File: config.mk
export PLATFORM = sky130hd
export DESIGN_NAME = kdlp_cfg
export DESIGN_NICKNAME = d
export VERILOG_FILES = /design/src/rtl/core/kdlp_pkg.sv /design/src/rtl/core/kdlp_cfg.sv
export SDC_FILE = /design/constraint.sdc
export NUM_CORES = 1
export LEC_CHECK = 0
export ABC_AREA = 1
export BUFFER_PORTS_ARGS = -buffer_cell sky130_fd_sc_hd__buf_2
export CORE_UTILIZATION = 42
export CTS_CLUSTER_SIZE = 10
export DETAILED_ROUTE_END_ITERATION = 16
export PLACE_DENSITY = 0.75
export SLEW_MARGIN = 20
export SYNTH_ARGS = -nofsm -noshare
export SYNTH_HDL_FRONTEND = slang
export SYNTH_SLANG_ARGS = --single-unit
File: constraint.sdc
create_clock -name aclk -period 0.9 [get_ports aclk]
set_clock_uncertainty 0.15 [all_clocks]
set_input_delay 0 -clock aclk [delete_from_list [all_inputs] [get_ports aclk]]
set_output_delay 0 -clock aclk [all_outputs]
set_load 0.05 [all_outputs]
File: src/rtl/core/kdlp_pkg.sv
`default_nettype none

package kdlp_pkg;

    localparam int NUM_KEYS_DEF = 16;
    localparam int KEY_W        = 16;
    localparam int TIME_W       = 32;
    localparam int CFG_W        = 16;
    localparam int CFG_INDEX_W  = 8;

    localparam logic [CFG_W-1:0] LOCKOUT_RST = 16'd50;
    localparam logic [CFG_W-1:0] HOLD_RST    = 16'd2000;

    localparam logic [CFG_INDEX_W-1:0] REG_LOCKOUT = 8'd0;
    localparam logic [CFG_INDEX_W-1:0] REG_HOLD    = 8'd1;

    typedef enum logic [1:0] {
        MODE_RELEASED = 2'd0,
        MODE_PRESSED  = 2'd1,
        MODE_LONG     = 2'd2
    } key_mode_t;

    typedef struct packed {
        logic [CFG_W-1:0] lockout_ms;
        logic [CFG_W-1:0] hold_ms;
    } cfg_t;

    typedef struct packed {
        logic              fire;
        logic [TIME_W-1:0] now_ms;
    } scan_t;

    typedef struct packed {
        logic press;
        logic release_ev;
        logic long_ev;
    } key_event_t;

endpackage

`default_nettype wire

File: src/rtl/core/kdlp_cfg.sv
`default_nettype none

module kdlp_cfg (
    input  wire logic                           aclk,
    input  wire logic                           aresetn,
    input  wire logic                           cfg_valid,
    output logic                                cfg_ready,
    input  wire logic [kdlp_pkg::CFG_INDEX_W-1:0] cfg_index,
    input  wire logic [kdlp_pkg::CFG_W-1:0]       cfg_data,
    output kdlp_pkg::cfg_t                      cfg
);
    import kdlp_pkg::*;

    cfg_t cfg_reg;

    assign cfg_ready = 1'b1;
    assign cfg       = cfg_reg;

    always_ff @(posedge aclk) begin
        if (!aresetn) begin
            cfg_reg.lockout_ms <= LOCKOUT_RST;
            cfg_reg.hold_ms    <= HOLD_RST;
        end else if (cfg_valid) begin
            unique case (cfg_index)
                REG_LOCKOUT: cfg_reg.lockout_ms <= cfg_data;
                REG_HOLD:    cfg_reg.hold_ms    <= cfg_data;
                default: ;
            endcase
        end
    end

endmodule

`default_nettype wire

==> run metrics <==
status finished, violations left; violated checks negative setup slack; Post-synth EDFFs 0; share of layout cells above drive strength 1 44.5%; Core Area 3100 um^2; DRT iter0 DRCs 81; DR vias/cell 4.75; clk root buf clkbuf_4; global-route wire length before repair 5660 um; final hold violation count 0; die area 3540 um^2; io pins 60; Final setup viols 37; Yosys top cell area share 46.2%; Power Density 1170 nW/um^2; PortBufs 58; CP Max Fanout 2; minimum clock period 1030 ps; Post-Layout Cell Count 325; family with the most delay on the worst path flip-flops; Largest register FFs 32; ys flop type dfxtp_1; fin util 78.5%; Max Transition Viols Final 0; GRT overflow 0; VDD IR-drop max 1.05 mV; worst setup margin -127 ps; # diodes 0; DRC 0; DRT Pass-1 Iters 4; Final Cycle Share 114%; initial antenna violation count 0; post-synthesis sequential area ratio 46.2%; asr flop ratio synth 0%; CTS tree done; Die W 59.5 um; Syn Inst Count 195; row count 20; Clk pin slew, worst setup/hold paths 120 ps; crit path buf inv count 1; Lkg Pwr 0.00113 uW; Post-Synthesis Cell Area 1390 um^2; Vias 1545; HPWL after DPL 2230 um; count leader, synth nor2_1; Area growth syn-to-layout 75.7%; vias in the first global route 1297; maximum capacitance violations 0; Worst path max stage delay 380 ps; Register Area 681 um^2; RSZ-0062 raised after global routing true; Synth warnings 0; dpl cells 297; Crit. End Element output pin; fillers 223; GP Congestion 0.782; largest net degree at the start of global routing 33; CTS Buf Count 5; crit path cell chain buf_8; Die Ht 59.5 um; Synth cell types 15; Clock Path Buffers 2; multi-input gate area in the final layout 624 um^2; syn_area_per_cell 7.12 um^2; CTS sink cnt 32; critical path required time 750 ps; starting density of the core 44.7%; top cells by count, synth nor2_1, nand2_1, dfxtp_1, nand3_1, inv_1; clock latency at the later pin of the worst-skew pair 330 ps; # nets final 307; Final ANT Viol Nets 0; highest clock rate 974 MHz; Crit Path Category register to output pin; drt total wl 4120 um; Post-Syn Nets 222; synthesis-stage register bit count 32; H-tree levels 2; startpoint types register; average wire per standard cell 12.7 um; post-synth top area cell dfxtp_1; CP max-delay cell dfxtp_2; Worst Path Arrival 880 ps; worst hold path class input pin to register; dominant cells by area after synthesis dfxtp_1, nor2_1, nand2_1, nand3_1, inv_1; gr usage total 21.8%
==> logic make-up (layout without fill, tap and decap cells) <==
logic type	Yosys count	after routing	synth area share [%]
buf+inv	27	113	9.74
simple gates	135	135	43.8
other cells	1	1	0.270
flops	32	32	46.2
==> cells in the final DEF (no fill, tap or decap), types with 3 or more instances in the layout <==
| cell | Yosys | layout |
|---|---|---|
| buf_8 | 0 | 28 |
| buf_12 | 0 | 4 |
| buf_6 | 2 | 4 |
| buf_4 | 4 | 9 |
| nand2_1 | 45 | 43 |
| dfxtp_2 | 0 | 32 |
| dlygate4sd3_1 | 0 | 17 |
| nor2_4 | 5 | 6 |
| nand2_2 | 1 | 3 |
| nor2_1 | 48 | 47 |
| inv_1 | 16 | 16 |
| nor2_2 | 3 | 3 |
| buf_2 | 3 | 25 |
| nand3_1 | 32 | 32 |
| clkbuf_4 | 0 | 5 |
==> area by class of cell <==
cell class	instances	area share (%)
Clock buffer	5	1.54
Multi-Input combinational cell	136	25.6
Sequential cell	32	27.9
Clock inverter	3	1.75
Tap cell	44	2.26
Timing Repair Buffer	88	38.3
Inverter	17	2.62
==> through the flow <==
stage / hold slack (ps) / total power [uW] / TNS, ps / area (um^2) / setup WS, ps
floorplan: -36.7 / 1590 / 0 / 1440 / 1.15
global placement: 80.1 / 1690 / -4980 / 1840 / -183
detailed placement: 82.0 / 1690 / -5760 / 1840 / -202
CTS: 18.7 / 2840 / -3060 / 2330 / -121
global route: 52.4 / 2970 / -4480 / 2440 / -163
finish: 22.7 / 2860 / -3150 / 2440 / -127
==> path summary, 6_finish.rpt <==
path	from	endpoint	slack [ps]	cells past startpoint
setup / recovery	cfg[22]	cfg[22]	-130	1
hold / removal	cfg_index[1]	cfg[9]	20	5
setup reg to reg	cfg[26]	cfg[26]	-40	3
hold reg to reg	cfg[6]	cfg[6]	320	2
==> per-layer routing <==
layer,vias up,GRT usage [%],wire length [um]
met5,-,0,0
met4,0,6.12,73
met3,8,6.99,246
met2,57,40.4,2300
met1,717,23.4,1500
li1,763,-,-
==> worst min-delay path, stage by stage <==
cell and delay [ps]:
buf_2 100, nor2_2 60, nand2_1 200, nand2_1 80, nand3_1 50
==> power breakdown <==
| group | switching, uW | total (uW) | leakage (uW) | internal [uW] |
|---|---|---|---|---|
| logic | 167 | 329 | 0.000827 | 163 |
| clock network | 531 | 1110 | 0.0000412 | 579 |
| registers | 2.87 | 1420 | 0.000265 | 1420 |
==> repair_timing <==
item                                    4_1_cts  5_1_grt
hold buffers                                 17        0
cloned                                        0        1
resized for setup                            71       22
buffers inserted                              2        0
endpoints found under the setup margin       32       40
hold endpoints to repair                     32        0
No activity file was read; power rests on OpenSTA's default activity.
