$ cat config.mk
export PLATFORM = sky130hd
export DESIGN_NAME = kdlp_lane
export DESIGN_NICKNAME = d
export VERILOG_FILES = /design/src/rtl/core/kdlp_pkg.sv /design/src/rtl/core/kdlp_lane.sv
export SDC_FILE = /design/constraint.sdc
export NUM_CORES = 1
export LEC_CHECK = 0
export CORE_ASPECT_RATIO = 0.9
export CORE_UTILIZATION = 55
export DETAILED_ROUTE_END_ITERATION = 10
export DONT_BUFFER_PORTS = 1
export PLACE_DENSITY = 0.73
export SETUP_SLACK_MARGIN = 0.05
export SYNTH_ARGS = -nofsm -noshare
export SYNTH_HDL_FRONTEND = slang
export SYNTH_SLANG_ARGS = --single-unit
$ cat constraint.sdc
create_clock -name aclk -period 4.6 [get_ports aclk]
set_input_delay 0.46 -clock aclk [delete_from_list [all_inputs] [get_ports aclk]]
set_output_delay 0.46 -clock aclk [all_outputs]
set_load 0.01 [all_outputs]
$ cat src/rtl/core/kdlp_pkg.sv
`default_nettype none

package kdlp_pkg;

    localparam int NUM_KEYS_DEF = 16;
    localparam int KEY_W        = 16;
    localparam int TIME_W       = 32;
    localparam int CFG_W        = 16;
    localparam int CFG_INDEX_W  = 8;

    localparam logic [CFG_W-1:0] LOCKOUT_RST = 16'd50;
    localparam logic [CFG_W-1:0] HOLD_RST    = 16'd2000;

    localparam logic [CFG_INDEX_W-1:0] REG_LOCKOUT = 8'd0;
    localparam logic [CFG_INDEX_W-1:0] REG_HOLD    = 8'd1;

    typedef enum logic [1:0] {
        MODE_RELEASED = 2'd0,
        MODE_PRESSED  = 2'd1,
        MODE_LONG     = 2'd2
    } key_mode_t;

    typedef struct packed {
        logic [CFG_W-1:0] lockout_ms;
        logic [CFG_W-1:0] hold_ms;
    } cfg_t;

    typedef struct packed {
        logic              fire;
        logic [TIME_W-1:0] now_ms;
    } scan_t;

    typedef struct packed {
        logic press;
        logic release_ev;
        logic long_ev;
    } key_event_t;

endpackage

`default_nettype wire

$ cat src/rtl/core/kdlp_lane.sv
`default_nettype none

module kdlp_lane (
    input  wire logic           aclk,
    input  wire logic           aresetn,
    input  kdlp_pkg::cfg_t      cfg,
    input  kdlp_pkg::scan_t     scan,
    input  wire logic           level,
    output kdlp_pkg::key_event_t ev
);
    import kdlp_pkg::*;

    key_mode_t         mode_reg, mode_next;
    logic [TIME_W-1:0] change_time_reg, change_time_next;
    logic [TIME_W-1:0] press_time_reg, press_time_next;
    logic [TIME_W-1:0] age, held_for;
    logic              eval, held;

    assign age      = scan.now_ms - change_time_reg;
    assign held_for = scan.now_ms - press_time_reg;
    assign eval     = age >= {{(TIME_W-CFG_W){1'b0}}, cfg.lockout_ms};
    assign held     = held_for >= {{(TIME_W-CFG_W){1'b0}}, cfg.hold_ms};

    always_comb begin
        mode_next = mode_reg;
        if (eval) begin
            unique case (mode_reg)
                MODE_RELEASED: if (level) mode_next = MODE_PRESSED;
                MODE_PRESSED: begin
                    if (!level)    mode_next = MODE_RELEASED;
                    else if (held) mode_next = MODE_LONG;
                end
                MODE_LONG:     if (!level) mode_next = MODE_RELEASED;
                default:       if (!level) mode_next = MODE_RELEASED;
            endcase
        end
    end

    always_comb begin
        ev.press      = (mode_reg == MODE_RELEASED) && (mode_next == MODE_PRESSED);
        ev.release_ev = (mode_reg != MODE_RELEASED) && (mode_next == MODE_RELEASED);
        ev.long_ev    = (mode_reg == MODE_PRESSED) && (mode_next == MODE_LONG);
        change_time_next = (mode_next != mode_reg) ? scan.now_ms : change_time_reg;
        press_time_next  = ev.press ? scan.now_ms : press_time_reg;
    end

    always_ff @(posedge aclk) begin
        if (!aresetn) begin
            mode_reg        <= MODE_RELEASED;
            change_time_reg <= '0;
            press_time_reg  <= '0;
        end else if (scan.fire) begin
            mode_reg        <= mode_next;
            change_time_reg <= change_time_next;
            press_time_reg  <= press_time_next;
        end
    end

endmodule

`default_nettype wire

==> key figures, run 1 <==
Flow run
  • Max-cap viol count: 0

Worst setup path
  • CP Launch Point: press_time_reg[1]
  • CP required: between 4 and 5 ns
  • Critical path capture point type: output pin
  • Critical Path AT: approximately 4.1 ns
  • Worst r2r src: change_time_reg[5]
  • Critical Path Source Type: register
  • Reg-to-reg slack, setup: between 0.2 and 0.25 ns
  • CP Max Fanout: 3
  • Crit path kind: register to output pin

Global route
  • GRT Util Overall: about a quarter
  • Gr ovfl total: 0
  • Largest net degree at the start of global routing: between 90 and 100
  • Initial antenna violation count: 0
  • Vias in the first global route: ~5,800
  • First-pass GRT wire length: about 28 mm

Synth
  • Number of synthesized register bits: 66
  • Cell area after synthesis: 0.00717 mm2
  • Syn Inst Count: 960
  • Register area share after synthesis: a little under a fifth
  • EDFF count, synth: 0
  • Post-synth ARST share: 0%
  • Yosys top cell by area: dfxtp_1
  • Predominant post-synthesis flop cell: dfxtp_1
  • Cell variety after synth: between 60 and 70
  • Synth warnings: 0
  • Top cells by area, synth: dfxtp_1 18%, ha_1 16%, mux2i_1 9.3%
  • Top cell type's share of synthesized area: 18.4%
  • Synthesized Nets: approximately 1,100
  • Syn Area/Cell: about 7.5 um2

Timing
  • Fmax: 220 MHz
  • Max-slew violation count: 0
  • Unrepaired setup endpoints after global routing: true
  • Hold Violations, Final: 0
  • Clock Skews: about 0.0055 ns
  • Rel. slew slack: around 53%
  • Tcrit/Tclk final: 98.8%
  • Final Critical Period: about 4.5 ns
  • Final Setup Violations: 0
  • Worst slew pin tran: slightly above 0.7 ns

Finish
  • Fill cell count: between 1,000 and 1,500
  • Diode count: 0
  • Fraction of layout cells with a size suffix above 1: a little under an eighth
  • Synth-to-layout area growth: 12.9%
  • Most frequent cells in the layout: 170 x nand2_1, 102 x inv_1, 87 x ha_1
  • Nets@finish: 1,135
  • Commonest non-fill, non-tap cell in the layout: nand2_1
  • Final core utilization: a little under two thirds

Clock tree
  • CTS sink cnt: 66
  • CTS tree: yes
  • Total CTS buffers: 9
  • Clk Latency, worst-skew pair: around 0.33 ns
  • H-tree Lvls: 3
  • Reg clk slew, reported paths: ~0.050 ns
  • Clock root cell: clkbuf_16
  • Clk buf depth: 2

Die
  • Die area: roughly 0.014 mm2
  • IO Pins: 71
  • Die Ht: between 100 and 150 um
  • Std-Cell Rows: 39
  • CORE AREA: 0.0127 mm2
  • Die width: ~120 um
  • Initial Util: approximately 57%

Pwr
  • Lkg Pwr: around 3.4 nW
  • Total power draw: 2.27 mW
  • Peak supply drop: around 0.15 mV
  • Seq pwr share: ~28%
  • Sw Share: 35.5%
  • Pwr/cell area: between 200 and 300 mW/mm2
  • P_sw: 0.804 mW
  • Cell Int Power: ~1.5 mW
  • Clock network power share: about 30%
  • Logic pwr share: about 42%

Outcome
  • Status: finished clean

Placement
  • Gpl congestion: 0.949
  • Port-buffer cells: 0
  • Hpwl dp: 13.6 mm

Detailed routing
  • WL/cell: around 16 um
  • Number of nets with antenna violations after routing: 0
  • Drt total wl: between 15 and 20 mm
  • DRT iter0 DRCs: between 500 and 600
  • Remaining DRCs: 0
  • Vias: ~6,600
  • Via density: between 5 and 6
  • Pre-Repair DR Iteration Count: 5

Hold path
  • Min-delay src: aresetn
  • Hold crit path type: input port to register
[cells in the mapped netlist (3+ instances only)]
cell       instances
nand2_1          171
inv_1            103
ha_1              94
a21oi_1           70
mux2i_1           67
dfxtp_1           66
nor2_1            49
o21ai_0           38
a21o_1            29
xnor2_1           29
clkbuf_1          27
xor2_1            20
nor3_1            19
nand4_1           14
a211oi_1          13
nand3_1           13
a31oi_1           11
o21a_1            11
and3_1             9
nor2b_1            9
o211ai_1           9
or3_1              6
buf_6              5
o2111ai_1          5
a221oi_1           4
o21ai_1            4
o31ai_1            4
or4_1              4
a311oi_1           3
buf_12             3
nand2b_1           3
nor4_1             3
o21bai_1           3
[power by group through the flow]
stage	Sequential (mW)	Combinational (mW)	Clock [mW]
final	0.627	0.959	0.681
after global routing	0.632	1.07	0.707
after CTS	0.627	0.886	0.682
after detailed placement	0.637	0.850	0
after global placement	0.637	0.840	0
after floorplan	0.633	0.692	0
[metal layers]
layer	GRT usage (%)	vias to the layer above	wire [um]
li1	-	3385	-
met1	39.7	2975	9030
met2	37.4	178	7610
met3	2.67	24	841
met4	6.88	0	292
met5	0	-	0
[cell type report]
| cell class | count | area, um2 | area share, % |
|---|---|---|---|
| Tap cell | 164 | 205 | 2.53 |
| Clock inverter | 5 | 55.1 | 0.679 |
| Sequential cell | 66 | 1330 | 16.4 |
| Timing Repair Buffer | 37 | 324 | 4.00 |
| Multi-Input combinational cell | 754 | 5570 | 68.7 |
| Inverter | 103 | 387 | 4.77 |
| Clock buffer | 10 | 239 | 2.95 |
[timing repair]
action	CTS	global route
gates resized for setup	26	45
setup endpoints to repair	7	68
setup buffers	6	4
cloned	0	1
hold buffers	0	0
pin swaps	24	26
[worst paths after layout]
path | to | depth (start not counted)
max reg2reg | press_time_reg[17] | 23
max | ev[0] | 21
min reg2reg | change_time_reg[15] | 2
min | change_time_reg[1] | 2
[critical path, cell delays in order (launching register included)]
cell and delay, ns:
dfxtp_4 0.36, inv_1 0.04, ha_1 0.27, nor2b_4 0.13, o2111ai_2 0.22, and2_4 0.21, nor2b_4 0.04, a21oi_2 0.15
nor2_1 0.06, nor2_1 0.12, buf_4 0.13, xnor2_1 0.11, ha_1 0.27, a21oi_2 0.17, o32ai_2 0.09, a211oi_2 0.21
o2111ai_2 0.16, nor3_2 0.19, nand4_1 0.14, buf_4 0.18, o41ai_4 0.42, nor2_4 0.07
[through the flow]
step / setup WS [ns] / cell area [um2] / TNS, ns / hold WS [ns] / std cells
after floorplan: 0.120 / 7170 / 0 / 0.435 / 960
after global placement: -0.0153 / 7370 / -0.346 / 0.443 / 1113
after detailed placement: -0.0823 / 7370 / -3.07 / 0.446 / 1113
after CTS: 0.0296 / 7840 / 0 / 0.269 / 1134
after global routing: -0.153 / 8100 / -0.421 / 0.277 / 1139
final: 0.0561 / 8100 / 0 / 0.281 / 1139
[logic make-up (layout without fill, tap and decap cells)]
kind of cell,count (synthesis),in the layout,synth area share (%)
compound gates,230,230,21.1
xor+xnor,49,49,5.98
fa+ha+maj,96,96,17.0
buf+inv,140,155,8.56
flops,66,66,18.4
mux,69,69,9.66
simple gates,310,310,19.3
Power figures use the tool's default switching activity.
==> run 2: changes to the inputs <==
--- a/config.mk
+++ b/config.mk
@@ -6,4 +6,5 @@
 export NUM_CORES = 1
 export LEC_CHECK = 0
+export CAP_MARGIN = 25
 export CORE_ASPECT_RATIO = 0.9
 export CORE_UTILIZATION = 55
==> constraint.sdc (replaced) <==
create_clock -name aclk -period 4.6 [get_ports aclk]
set_input_delay 0.92 -clock aclk [delete_from_list [all_inputs] [get_ports aclk]]
set_output_delay 0.92 -clock aclk [all_outputs]
set_load 0.01 [all_outputs]
==> key figures, run 2 (same netlist as run 1, synthesis figures left out) <==
Global route
  • GRT Util Overall: 31.0%
  • Vias in the first global route: about 6,900
  • Initial antenna violation count: 0
  • First-pass GRT wire length: 33.1 mm
  • Largest net degree at the start of global routing: 98
  • Gr ovfl total: 0

Clock tree
  • H-tree Lvls: 3
  • Clk Latency, worst-skew pair: 0.33 ns
  • CTS sink cnt: 66
  • Clk buf depth: 2
  • Clock root cell: clkbuf_16
  • CTS tree: yes
  • Reg clk slew, reported paths: 0.06 ns
  • # hold bufs at CTS: 0
  • Total CTS buffers: 9

Worst setup path
  • CP Max Fanout: 3
  • Critical path capture point type: output pin
  • CP required: between 3 and 4 ns
  • Critical Path AT: 4.37 ns
  • Crit path kind: input port to output pin
  • Critical Path Source Type: input port

Finish
  • Register Area: 0.00132 mm2
  • Fraction of layout cells with a size suffix above 1: around a fifth
  • Nets@finish: between 1,000 and 1,500
  • Most frequent cells in the layout: 171 x nand2_1, 132 x buf_4, 101 x inv_1
  • Diode count: 0
  • Synth-to-layout area growth: 25.5%
  • Fill cell count: ~1,000
  • Multi-input gate area: 0.00544 mm2
  • Commonest non-fill, non-tap cell in the layout: nand2_1
  • Layout Cell Area excl Fill: 0.00900 mm2

Outcome
  • Status: finished with violations
  • Failing checks: negative setup slack

Die
  • CORE AREA: about 0.013 mm2
  • Die area: 0.0135 mm2
  • Die Ht: about 110 um
  • Initial Util: a little under three fifths
  • Std-Cell Rows: 39
  • Die width: around 120 um
  • IO Pins: just over 70

Timing
  • Clock Skews: 0.00719 ns
  • Worst Slack Setup Final: -0.690 ns
  • Setup_tns: -36.48 ns
  • Hold WS: roughly 0.46 ns
  • Max-slew violation count: 0
  • Final Setup Violations: 69
  • Hold Violations, Final: 0
  • Tcrit/Tclk final: 115%
  • Unrepaired setup endpoints after global routing: true
  • Worst slew pin tran: around 0.50 ns
  • Final Critical Period: 5.29 ns
  • Fmax: 189 MHz
  • Rel. slew slack: 66.0%

Detailed routing
  • Via density: a little under 6
  • DRT iter0 DRCs: ~580
  • Drt total wl: 21.5 mm
  • WL/cell: 17.2 um
  • Vias: ~7,300
  • Number of nets with antenna violations after routing: 0
  • Remaining DRCs: 0
  • Pre-Repair DR Iteration Count: 7

Pwr
  • Lkg Pwr: around 3.9 nW
  • Pwr/cell area: about 280 mW/mm2
  • Peak supply drop: between 0.15 and 0.2 mV
  • Total power draw: ~2.5 mW

Placement
  • DP Area: approximately 0.0082 mm2
  • Gpl congestion: ~0.93
  • Port-buffer cells: 0
  • DP Worst Slack: -0.821 ns
  • Hpwl dp: ~15 mm

Hold path
  • Hold crit path type: register to register

Flow run
  • Max-cap viol count: 0
==> run 2: changes by cell type in the layout (fill, tap and decap cells not counted), sizes merged <==
cell / change
clkinvlp: +1
bufinv: +2
clkbuf: -2
inv: -1
buf: +112
==> run 2: area by class of cell <==
class,count,share of cell area [%]
clock buffer,9,2.50
clock inverter,7,1.31
inverter,103,4.59
multi-input combinational,754,60.4
sequential,66,14.7
tap,164,2.28
timing repair buffer,148,14.2
==> run 2: path summary, 6_finish.rpt <==
kind	from	end	slack [ns]	cells past startpoint
min reg2reg	change_time_reg[29]	change_time_reg[29]	0.46	2
max	scan[0]	ev[2]	-0.69	22
max reg2reg	change_time_reg[0]	press_time_reg[8]	-0.40	30
min	change_time_reg[29]	change_time_reg[29]	0.46	2
==> run 2: power breakdown <==
group / switching (mW) / leakage [nW] / internal, mW
sequential: 0.0235 / 0.540 / 0.607
clock: 0.258 / 0.158 / 0.528
combinational: 0.568 / 3.23 / 0.526
==> run 2: critical path: stages <==
cell,delay (ns)
clkinv_16,0.03
ha_4,0.11
inv_2,0.03
fa_2,0.32
a21o_1,0.21
a221oi_2,0.29
buf_4,0.18
o21ai_4,0.05
a31oi_1,0.17
xnor2_1,0.11
ha_1,0.34
and4_1,0.17
buf_4,0.13
a221oi_2,0.24
a21oi_2,0.08
nor2_1,0.09
o2111a_1,0.18
nand4_1,0.13
nor4_2,0.18
buf_4,0.19
or3_4,0.15
nor2_4,0.05
==> run 2: routing by layer <==
metal | share of wire, % | routed length, um | GRT usage, %
met5 | 0 | 0 | 0
met4 | 3.0 | 650 | 12.7
met3 | 6.5 | 1390 | 4.27
met2 | 45 | 9760 | 51.0
met1 | 45 | 9730 | 40.7
==> run 2: repair_timing <==
action,CTS,global route
pin swaps,23,11
gates cloned,6,0
endpoints found under the setup margin,68,69
setup buffers,9,9
gates resized for setup,23,31
==> run 2: stage by stage <==
stage | utilization, % | cells
after floorplan | - | 960
after global placement | 64.6 | 1215
after detailed placement | 64.6 | 1215
after CTS | 69.7 | 1245
after global routing | 70.9 | 1251
final | 70.9 | 1251
==> run 3: changes to the inputs <==
PLACE_DENSITY = 0.7   (was 0.73)
clock period = 6.2 ns   (was 4.6 ns; I/O delays follow)
==> key figures, run 3 (same netlist as run 1, synthesis figures left out) <==
Outcome
  • Status: finished clean

Die
  • IO Pins: 71
  • Std-Cell Rows: 39
  • CORE AREA: around 0.013 mm2
  • Initial Util: between 50% and 60%
  • Die width: about 120 um
  • Die area: around 0.014 mm2
  • Die Ht: roughly 110 um

Detailed routing
  • DRT iter0 DRCs: approximately 370
  • Remaining DRCs: 0
  • Drt total wl: between 15 and 20 mm
  • Number of nets with antenna violations after routing: 0
  • Vias: 6,416
  • Pre-Repair DR Iteration Count: 5
  • Via density: approximately 5.7
  • WL/cell: ~15 um

Timing
  • Max-slew violation count: 0
  • Clock Skews: 0.00737 ns
  • Rel. slew slack: around 37%
  • Fmax: around 170 MHz
  • Unrepaired setup endpoints after global routing: true
  • Final Critical Period: approximately 6.0 ns
  • Tcrit/Tclk final: a little over nine tenths
  • Setup_tns: 0 ns
  • Final Setup Violations: 0
  • Hold WS: between 0.4 and 0.5 ns
  • Worst slew pin tran: about 0.95 ns
  • Hold Violations, Final: 0

Global route
  • Initial antenna violation count: 0
  • Gr ovfl total: 0
  • First-pass GRT wire length: between 20 and 30 mm
  • Vias in the first global route: 5,827
  • Largest net degree at the start of global routing: 98
  • GRT Util Overall: 26.4%

Pwr
  • Lkg Pwr: about 3.2 nW
  • Logic pwr share: ~40%
  • P_sw: between 0.5 and 0.6 mW
  • Clock network power share: about a third
  • Total power draw: roughly 1.7 mW
  • Pwr/cell area: roughly 220 mW/mm2
  • Seq pwr share: between 20 and 30%
  • Cell Int Power: approximately 1.1 mW
  • Peak supply drop: around 0.12 mV
  • Sw Share: between 30% and 40%

Finish
  • Commonest non-fill, non-tap cell in the layout: nand2_1
  • Synth-to-layout area growth: 8.37%
  • Nets@finish: about 1,100
  • Fraction of layout cells with a size suffix above 1: 7.96%
  • Most frequent cells in the layout: 170 x nand2_1, 101 x inv_1, 90 x ha_1
  • Diode count: 0

Clock tree
  • CTS sink cnt: 66
  • H-tree Lvls: 3
  • Clock root cell: clkbuf_16
  • Clk Latency, worst-skew pair: 0.33 ns
  • CTS tree: yes
  • Clk buf depth: 2
  • Total CTS buffers: 9
  • Reg clk slew, reported paths: roughly 0.060 ns

Placement
  • Hpwl dp: between 10 and 15 mm
  • Gpl congestion: about 0.91
  • Port-buffer cells: 0

Worst setup path
  • Critical path capture point type: output pin
  • CP Max Fanout: 5
  • Critical Path Source Type: input port
  • CP required: about 5.0 ns
  • Critical Path AT: 4.79 ns
  • Crit path kind: input port to output pin

Flow run
  • Max-cap viol count: 0

Hold path
  • Hold crit path type: register to register
-- run 3: cell types whose count changed in the layout (fill, tap and decap cells not counted), sizes merged --
| cell | change |
|---|---|
| buf | -132 |
| clkinvlp | -2 |
| bufinv | -1 |
| clkbuf | +1 |
| clkinv | +1 |
| inv | +1 |
-- run 3: cell type report --
cell class / count / area, um2
multi-input cells: 754 / 5400
clock buffers: 10 / 239
repair buffers: 16 / 120
flip-flops and latches: 66 / 1320
inverters: 103 / 397
fillers: 1173 / 4910
well taps: 164 / 205
clock inverters: 6 / 90.1
-- run 3: worst paths after layout --
path | start | to | slack, ns | cells past startpoint
setup / recovery | scan[4] | ev[2] | 0.17 | 18
hold reg to reg | change_time_reg[14] | change_time_reg[14] | 0.46 | 2
setup reg to reg | change_time_reg[0] | press_time_reg[1] | 1.33 | 21
hold / removal | change_time_reg[14] | change_time_reg[14] | 0.46 | 2
-- run 3: critical path, cell delays in order --
cell and delay (ns):
ha_1 0.37, a21o_1 0.24, a221oi_4 0.11, or4_4 0.58, a21oi_4 0.15, nor2_2 0.05, xnor2_1 0.17, ha_2 0.30
o21ai_1 0.14, nor2_1 0.06, a211o_1 0.23, a311oi_1 0.24, o2111a_1 0.22, nand4_1 0.12, nor4_2 0.18, buf_4 0.19
or3_4 0.16, nor2_4 0.04
-- run 3: through the flow --
stage	setup WS, ns	area [um2]	utilization (%)	instances
final	0.172	7770	61.3	1119
after global routing	-0.0374	7770	61.3	1119
after CTS	0.0624	7610	60.0	1115
after detailed placement	-0.0553	7230	57.0	1097
after global placement	0.0681	7230	57.0	1097
after floorplan	0.263	7170	-	960
-- run 3: timing repair --
item | CTS | global route
pin swaps | 7 | 23
setup endpoints to repair | 2 | 3
hold buffers | 0 | 0
setup buffers | 2 | 4
gates resized for setup | 10 | 34
-- run 3: power groups by stage --
stage          sequential [mW]  combinational (mW)  clock [mW]
4_1_cts                  0.464               0.626       0.557
5_1_grt                  0.468               0.742       0.576
3_5_place_dp             0.473               0.617           0
2_1_floorplan            0.469               0.513           0
3_3_place_gp             0.472               0.611           0
6_report                 0.465               0.658       0.552
-- run 3: routing by layer --
layer	vias up	part of all wire, %	global-route usage (%)
li1	3353	-	-
met1	2873	53	39.5
met2	160	41	38.8
met3	30	4.3	3.34
met4	0	2.2	8.10
met5	-	0	0
